[src/sv/pmbf_pkg.sv]
// ----------------------------------------------------------------------------
// pmbf_pkg
// Shared codes, field widths, defaults and types of the multi-channel
// pseudo-terminal byte FIFO block.
// ----------------------------------------------------------------------------
package pmbf_pkg;

   localparam int PTY_MAX_DEF   = 8;
   localparam int BUF_DEPTH_DEF = 1024;
   localparam int VT_COUNT_DEF  = 12;

   localparam int FUNC_W   = 3;
   localparam int CHAN_W   = 4;
   localparam int BYTE_W   = 8;
   localparam int VT_W     = 5;
   localparam int STATUS_W = 3;

   // Operation codes.
   localparam logic [FUNC_W-1:0] FN_CREATE = 3'd0;
   localparam logic [FUNC_W-1:0] FN_MWRITE = 3'd1;
   localparam logic [FUNC_W-1:0] FN_MREAD  = 3'd2;
   localparam logic [FUNC_W-1:0] FN_SWRITE = 3'd3;
   localparam logic [FUNC_W-1:0] FN_SREAD  = 3'd4;
   localparam logic [FUNC_W-1:0] FN_ATTACH = 3'd5;
   localparam logic [FUNC_W-1:0] FN_MAPGET = 3'd6;

   // Status codes.
   localparam logic [STATUS_W-1:0] ST_OK     = 3'd0;
   localparam logic [STATUS_W-1:0] ST_BAD    = 3'd1;
   localparam logic [STATUS_W-1:0] ST_FULL   = 3'd2;
   localparam logic [STATUS_W-1:0] ST_EMPTY  = 3'd3;
   localparam logic [STATUS_W-1:0] ST_NOPAIR = 3'd4;

   localparam logic [VT_W-1:0] VT_NONE = 5'h1F;

   typedef struct packed {
      logic [FUNC_W-1:0] func;
      logic [CHAN_W-1:0] channel_id;
      logic [BYTE_W-1:0] data_byte;
      logic [VT_W-1:0]   term_index;
      logic              transfer_last;
   } req_type;

   typedef struct packed {
      logic [STATUS_W-1:0] status;
      logic [VT_W-1:0]     value;
      logic                wr_m2s;
      logic                wr_s2m;
      logic                rd_m2s;
      logic                rd_s2m;
   } op_result_type;

endpackage

[src/sv/pmbf_chan_table.sv]
// ----------------------------------------------------------------------------
// pmbf_chan_table
// Pair table, FIFO pointers and terminal map. Decodes the held request,
// produces its status and store access, and commits the state change.
// ----------------------------------------------------------------------------
module pmbf_chan_table
   import pmbf_pkg::*;
#(
   parameter int PTY_MAX   = PTY_MAX_DEF,
   parameter int BUF_DEPTH = BUF_DEPTH_DEF,
   parameter int VT_COUNT  = VT_COUNT_DEF,
   parameter int AW        = $clog2(PTY_MAX_DEF * BUF_DEPTH_DEF)
) (
   input  logic          clock,
   input  logic          reset,
   input  req_type       req,
   input  logic          commit,
   output op_result_type res,
   output logic [AW-1:0] mem_addr
);

   localparam int PW  = $clog2(2 * BUF_DEPTH);
   localparam int LW  = PW + 1;
   localparam int CHW = (PTY_MAX > 1) ? $clog2(PTY_MAX) : 1;
   localparam int VW  = (VT_COUNT > 1) ? $clog2(VT_COUNT) : 1;

   logic [PTY_MAX-1:0] in_use_ff;
   logic [PW-1:0]      m2s_head_ff [PTY_MAX];
   logic [PW-1:0]      m2s_tail_ff [PTY_MAX];
   logic [PW-1:0]      s2m_head_ff [PTY_MAX];
   logic [PW-1:0]      s2m_tail_ff [PTY_MAX];
   logic [VT_W-1:0]    map_ff      [VT_COUNT];

   logic [CHW-1:0]     ch_idx;
   logic               ch_ok;
   logic               side_m2s;
   logic               is_write;
   logic [PW-1:0]      head;
   logic [PW-1:0]      tail;
   logic [LW-1:0]      level;
   logic               full;
   logic               empty;
   logic [PW-1:0]      use_ptr;
   logic [PW-1:0]      slot;
   logic [PW-1:0]      next_ptr;
   logic               free_found;
   logic [CHW-1:0]     free_idx;
   logic signed [VT_W-1:0] vt;
   logic               vt_low;
   logic               vt_neg1;
   logic               vt_in_map;
   logic [VW-1:0]      vt_idx;
   logic [VT_W-1:0]    ch_entry;
   logic               do_create;
   logic               do_attach;

   assign ch_idx   = req.channel_id[CHW-1:0];
   assign ch_ok    = ({1'b0, req.channel_id} < 5'(PTY_MAX)) && in_use_ff[ch_idx];
   assign ch_entry = {1'b0, req.channel_id};

   // The master writes the m2s queue and the slave reads it.
   assign side_m2s = (req.func == FN_MWRITE) || (req.func == FN_SREAD);
   assign is_write = (req.func == FN_MWRITE) || (req.func == FN_SWRITE);
   assign head     = side_m2s ? m2s_head_ff[ch_idx] : s2m_head_ff[ch_idx];
   assign tail     = side_m2s ? m2s_tail_ff[ch_idx] : s2m_tail_ff[ch_idx];

   // Pointers run modulo twice the depth so that full and empty differ.
   assign level = (head >= tail) ? ({1'b0, head} - {1'b0, tail})
                                 : ({1'b0, head} + LW'(2 * BUF_DEPTH) - {1'b0, tail});
   assign full  = level >= LW'(BUF_DEPTH);
   assign empty = head == tail;

   assign use_ptr  = is_write ? head : tail;
   assign slot     = (use_ptr >= PW'(BUF_DEPTH)) ? use_ptr - PW'(BUF_DEPTH) : use_ptr;
   assign next_ptr = (use_ptr == PW'(2 * BUF_DEPTH - 1)) ? '0 : use_ptr + PW'(1);
   assign mem_addr = AW'(ch_idx) * AW'(BUF_DEPTH) + AW'(slot);

   // Lowest free pair.
   always_comb begin
      free_found = 1'b0;
      free_idx   = '0;
      for (int i = PTY_MAX - 1; i >= 0; i--) begin
         if (!in_use_ff[i]) begin
            free_found = 1'b1;
            free_idx   = CHW'(i);
         end
      end
   end

   assign vt        = $signed(req.term_index);
   assign vt_low    = vt < -5'sd1;
   assign vt_neg1   = vt == -5'sd1;
   assign vt_in_map = !req.term_index[VT_W-1] && (req.term_index[3:0] < 4'(VT_COUNT));
   assign vt_idx    = req.term_index[VW-1:0];

   always_comb begin
      res        = '0;
      res.status = ST_OK;
      res.value  = VT_NONE;
      do_create  = 1'b0;
      do_attach  = 1'b0;
      unique case (req.func) inside
         FN_CREATE: begin
            if (free_found) begin
               res.value = VT_W'(free_idx);
               do_create = 1'b1;
            end else begin
               res.status = ST_NOPAIR;
            end
         end
         FN_MWRITE, FN_SWRITE: begin
            if (!ch_ok) begin
               res.status = ST_BAD;
            end else if (full) begin
               res.status = ST_FULL;
            end else begin
               res.wr_m2s = side_m2s;
               res.wr_s2m = !side_m2s;
            end
         end
         FN_MREAD, FN_SREAD: begin
            if (!ch_ok) begin
               res.status = ST_BAD;
            end else if (empty) begin
               res.status = ST_EMPTY;
            end else begin
               res.rd_m2s = side_m2s;
               res.rd_s2m = !side_m2s;
            end
         end
         FN_ATTACH: begin
            if (!ch_ok || vt_low) begin
               res.status = ST_BAD;
            end else begin
               do_attach = 1'b1;
            end
         end
         FN_MAPGET: begin
            if (vt_in_map) begin
               res.value = map_ff[vt_idx];
            end
         end
         default: begin
            res.status = ST_BAD;
         end
      endcase
   end

   always_ff @(posedge clock) begin
      if (reset) begin
         in_use_ff <= '0;
         for (int i = 0; i < PTY_MAX; i++) begin
            m2s_head_ff[i] <= '0;
            m2s_tail_ff[i] <= '0;
            s2m_head_ff[i] <= '0;
            s2m_tail_ff[i] <= '0;
         end
         for (int i = 0; i < VT_COUNT; i++) begin
            map_ff[i] <= VT_NONE;
         end
      end else if (commit) begin
         if (do_create) begin
            in_use_ff[free_idx]   <= 1'b1;
            m2s_head_ff[free_idx] <= '0;
            m2s_tail_ff[free_idx] <= '0;
            s2m_head_ff[free_idx] <= '0;
            s2m_tail_ff[free_idx] <= '0;
         end
         if (res.wr_m2s) begin
            m2s_head_ff[ch_idx] <= next_ptr;
         end
         if (res.wr_s2m) begin
            s2m_head_ff[ch_idx] <= next_ptr;
         end
         if (res.rd_m2s) begin
            m2s_tail_ff[ch_idx] <= next_ptr;
         end
         if (res.rd_s2m) begin
            s2m_tail_ff[ch_idx] <= next_ptr;
         end
         if (do_attach) begin
            if (vt_neg1) begin
               // Detach clears every terminal that names this channel.
               for (int i = 0; i < VT_COUNT; i++) begin
                  if (map_ff[i] == ch_entry) begin
                     map_ff[i] <= VT_NONE;
                  end
               end
            end else if (vt_in_map) begin
               map_ff[vt_idx] <= ch_entry;
            end
         end
      end
   end

endmodule
[config.mk]
export PLATFORM = sky130hd
export DESIGN_NAME = pmbf_chan_table
export DESIGN_NICKNAME = d
export VERILOG_FILES = /design/src/sv/pmbf_pkg.sv /design/src/sv/pmbf_chan_table.sv
export SDC_FILE = /design/constraint.sdc
export NUM_CORES = 1
export LEC_CHECK = 0
export BUFFER_PORTS_ARGS = -buffer_cell sky130_fd_sc_hd__buf_2
export CAP_MARGIN = 10
export CORE_MARGIN = 2
export CORE_UTILIZATION = 46
export CTS_CLUSTER_SIZE = 10
export DETAILED_ROUTE_END_ITERATION = 16
export GPL_ROUTABILITY_DRIVEN = 0
export GPL_TIMING_DRIVEN = 0
export SYNTH_ARGS = -nofsm -noshare
export SYNTH_HDL_FRONTEND = slang
export SYNTH_SLANG_ARGS = --single-unit
[constraint.sdc]
create_clock -name clock -period 15 [get_ports clock]
set_clock_uncertainty 0.1 [all_clocks]
set_input_delay 2.25 -clock clock [delete_from_list [all_inputs] [get_ports clock]]
set_output_delay 2.25 -clock clock [all_outputs]
set_load 0.02 [all_outputs]
Word-level counts from Yosys, hierarchy flattened:

Memory sizes are Yosys's and may differ from the RTL's.
Index checks and enable logic that the tools add are counted.

* output and inout port bits: 25
* input bits: 24
* RAM bits: 412
* register bits: 8
* memory bits (read-only): 0
* bits in latches: 0
* word-level logic and storage cells: 262
* memories kept: 5

Memory list
* m2s_head_ff: words 8, bits a word 11, read ports 1, clocked after Yosys merged registers in 0, wr ports 8, RTL line pmbf_chan_table.sv:28 `logic [PW-1:0] m2s_head_ff [PTY_MAX];`
* m2s_tail_ff: words 8, bits a word 11, read ports 1, clocked after Yosys merged registers in 0, wr ports 8, RTL line pmbf_chan_table.sv:29 `logic [PW-1:0] m2s_tail_ff [PTY_MAX];`
* s2m_head_ff: words 8, bits a word 11, read ports 1, clocked after Yosys merged registers in 0, wr ports 8, RTL line pmbf_chan_table.sv:30 `logic [PW-1:0] s2m_head_ff [PTY_MAX];`
* s2m_tail_ff: words 8, bits a word 11, read ports 1, clocked after Yosys merged registers in 0, wr ports 8, RTL line pmbf_chan_table.sv:31 `logic [PW-1:0] s2m_tail_ff [PTY_MAX];`
* map_ff: words 12, bits a word 5, read ports 13, clocked after Yosys merged registers in 0, wr ports 12, RTL line pmbf_chan_table.sv:32 `logic [VT_W-1:0] map_ff [VT_COUNT];`

* bitwise logic cells: 13
* order comparisons: 9
* add/subtract/negate cells: 6
* shift-type cells: 0
* $mul: 0
* divide/modulo/power cells: 0
* reduce and logical (&&, ||, !) cells: 22
* muxes and demuxes: 185
* equality and inequality tests: 21

Operators by type and width (count)
* 11-bit two-way mux: 13
* 1-bit two-way mux: 124
* 11-bit OR reduction: 8
* 5-bit two-way mux: 15
* 5-bit by 4-bit == test with 1-bit output: 12
* 3-bit two-way mux: 17
* 2-bit two-way mux: 10
* 3-bit one-hot mux with 5 select lines: 1
* 13-bit by 11-bit adder with 13-bit output: 1
* 11-bit by 12-bit adder with 12-bit output, second input constant: 1
* 12-bit by 11-bit greater-or-equal comparator with 1-bit output, second input constant: 1
* 12-bit two-way mux: 1
* 1-bit bitwise OR: 12
* 11-bit by 11-bit subtractor with 12-bit output: 1
* 12-bit by 11-bit subtractor with 12-bit output: 1
* 11-bit by 1-bit adder with 11-bit output, second input constant: 1
* 11-bit == test: 1
* 11-bit == test, second input constant: 1
* 11-bit greater-or-equal comparator: 1
* 11-bit greater-or-equal comparator, second input constant: 1
* 11-bit subtractor, second input constant: 1
* 5-bit one-hot mux with 2 select lines: 1
* 3-bit == test, second input constant: 3
* 3-bit by 4-bit < comparator with 1-bit output, second input constant: 2
* other kinds (17): 26

Depth between registers and ports, before layout:

* depth after elaboration: 17
* depth in mapped cells: 19
* gate-level depth less buffers: 14

Worst setup path after synthesis:

OpenSTA, ideal clock, no wires.

* kind: input to output
* from: input port req[14] (netlist bit)
* to: output port res[10] (netlist bit)
* data required time: 12650 ps
* cell stages on the path: 14
* slack: 7157 ps
* buffers on the path: 4
* arrival: 5493 ps
* path through: buf_6 buf_12 buf_12 buf_12 mux4_2 a211oi_1 a21oi_1 ha_1 nand3_1 or3_1 a2111o_1 o2111a_1 a2bb2oi_1 nor2_1

RTL lines
* from (decl): RTL line pmbf_chan_table.sv:16 `input req_type req,`
* to (decl): RTL line pmbf_chan_table.sv:18 `output op_result_type res,`

==> results.md <==
- Setup TNS: 0 ns
- Layout Nets: 1804
- Crit path DAT: 7.32 ns
- Cell Rows: 79
- #FFs+latches synth: 420
- Peak Freq: 103 MHz
- DR iter-0 viols: 2221
- Final Max Slew Viols: 0
- Vias: 15900
- Final hold slack: 0.399 ns
- Layout cells sized above 1: 0.227
- WP data required: 12.65 ns
- Starting Density: 0.468
- Largest net degree at the start of global routing: 14
- Lkg Pwr: 8.04 nW
- Commonest cells in the netlist: edfxtp_1, nor3_1, nor2_1
- Dpl hpwl: 55.3 mm
- Synth area leader: edfxtp_1
- Synth area leaders: edfxtp_1, mux4_2, nor3_1, nor3_2, nor2_1
- Clk buf depth: 3
- Chip height: 222 um
- Clock sinks: 420
- Initial DRT Pass Iterations: 5
- Worst hold path type: register to register
- DR DRC count: 0
- CP Max Fanout: 10
- Routed wire length: 77.9 mm
- Final period util: 0.644
- Syn avg cell area: 13.1 um^2
- TritonCTS Buffers: 49
- Post-synth EDFFs: 400
- CP Capture Type: output port
- Sequential fraction of the synthesis area: 0.569
- CTS tree: yes
- Grt ovf: 0
- YS warnings: 0
- H-tree Lvls: 2
- Synth cell types: 82
- Top-area cell type share of the netlist area: 0.550
- Mapped Nets: 1701
- Setup violations, final: 0
- Slew HR: 0.120
- Num ports: 49
- Worst setup path class: primary input to output port
- PwrDens: 117 mW/mm^2
- Post-CTS sizing: 0
- Top_reg_cell synth: edfxtp_1
- Post-synthesis cell area: 0.0218 mm^2
- Root Driver: clkbuf_16
- RSZ-0062 raised after global routing: false
- Total GRT Usage: 0.316
- Post-synth ARST share: 0
- Area growth syn-to-layout: 11.2%
- Status: completed
- Ant diodes: 0
- Core region area: 0.0467 mm^2
- Routed WL per cell: 32.5 um
- Die ar.: 0.0492 mm^2
- Hold Violations, Final: 0
- Die Width: 222 um
- Design Area, Final: 0.0243 mm^2
- CP Launch Type: primary input
- Syn Inst Count: 1663
- Antenna-violating nets left: 0
- Worst-path clk slew: 0.05 ns
- Maximum Capacitance Violations: 0
- Post-CTS setup buffer count: 0
- Min cycle time layout: 9.67 ns
- I/O Buffers: 36
- Clock Latency Late Sink: 0.61 ns
- Dpl cell area: 0.0229 mm^2
- Slew @ Worst Pin: 1.32 ns
- Most common cell in the netlist: edfxtp_1
- Initial antenna violation count: 3
- Vias per std cell: 6.64
- Vias in the first global route: 15400
- First-pass GRT wire length: 111 mm
- Max VDD drop: 0.0873 mV
- Hold buffers post-CTS: 0
kinds of logic after synthesis:
family / count (synthesis) / synth area share
and+or+nand+nor: 674 / 0.168
DFF: 420 / 0.569
buffers and inverters: 200 / 0.0526
AOI/OAI and AO/OA: 183 / 0.0610
muxes: 116 / 0.118
xor gates and xnor gates: 55 / 0.0234
adders and majority gates: 14 / 0.00837
other: 1 / 0.000172
layout make-up:
cell class / count / area, um^2
plain buffers: 163 / 1010
clock buffers: 68 / 1320
clock inverters: 7 / 58.8
fillers: 4016 / 22400
inverters: 37 / 139
multi-input cells: 1043 / 8280
flip-flops and latches: 420 / 12400
well taps: 607 / 759
repair buffers: 52 / 308
flip-flops by register name, summed over array words and instances (netlist names):
register / count
m2s_head_ff: 88
m2s_tail_ff: 88
s2m_head_ff: 88
s2m_tail_ff: 88
map_ff: 60
in_use_ff: 8
worst max-delay path, cell delays in order:
cell and delay (ns):
buf_2 0.14, inv_1 0.26, buf_2 0.31, buf_2 0.27
clkbuf_1 0.83, nand2_1 0.23, a31oi_1 0.62, inv_1 0.10
ha_1 0.39, nand3_1 0.14, or3_1 0.53, a2111o_1 0.47
o2111a_1 0.26, a2bb2oi_1 0.19, nor2_1 0.13, buf_2 0.18
per-stage QoR:
stage	std cells	power (mW)	setup slack (ns)	utilization
6_report	2397	2.83	5.33	0.520
5_1_grt	2397	2.89	5.20	0.520
4_1_cts	2397	2.81	5.61	0.520
3_5_place_dp	2322	1.76	5.63	0.491
3_3_place_gp	2306	1.75	5.79	0.488
2_1_floorplan	1663	1.60	7.16	-
cell usage in the layout (no fill, tap or decap), types with 5 or more instances in the layout:
cell type / instances
or3_1: 7
buf_1: 9
o22ai_1: 6
o21ai_0: 10
and2_1: 6
buf_6: 20
xor2_1: 38
and4_1: 5
buf_12: 5
and3_1: 7
buf_2: 78
or2_2: 13
a21o_1: 8
buf_4: 44
nand2b_1: 11
a31oi_1: 14
nor3_1: 198
nor2b_1: 15
dfxtp_1: 20
clkbuf_1: 74
o21a_1: 10
a22oi_1: 7
nor3_2: 66
clkbuf_16: 49
o211ai_1: 34
a21oi_1: 28
o21ai_1: 16
a41oi_1: 10
xnor2_1: 13
edfxtp_1: 400
mux2_2: 6
inv_1: 36
nand4_1: 56
mux4_2: 84
nor2_1: 153
ha_1: 13
nand3_1: 25
mux4_1: 21
nand2_1: 88
power by group:
group	switching, mW	internal [mW]	leakage (nW)
sequential	0.0111	1.32	4.16
combinational	0.303	0.123	3.22
clock	0.476	0.605	0.668
total	0.790	2.04	8.04
path summary, 6_finish.rpt:
kind / start / end / slack [ns] / depth (start not counted)
setup reg to reg: s2m_tail_ff[5][10] / m2s_head_ff[4][5] / 9.30 / 15
setup / recovery: req[16] / res[10] / 5.33 / 16
hold / removal: map_ff[7][4] / map_ff[7][4] / 0.40 / 2
hold reg to reg: map_ff[7][4] / map_ff[7][4] / 0.40 / 2
per-layer routing:
layer,GRT usage,part of all wire,vias up
met5,0,0.00030,-
met4,0.163,0.058,4
met3,0.0778,0.11,225
met2,0.480,0.45,1082
met1,0.423,0.38,8003
li1,-,-,6603
(Power assumes the default switching activity.)
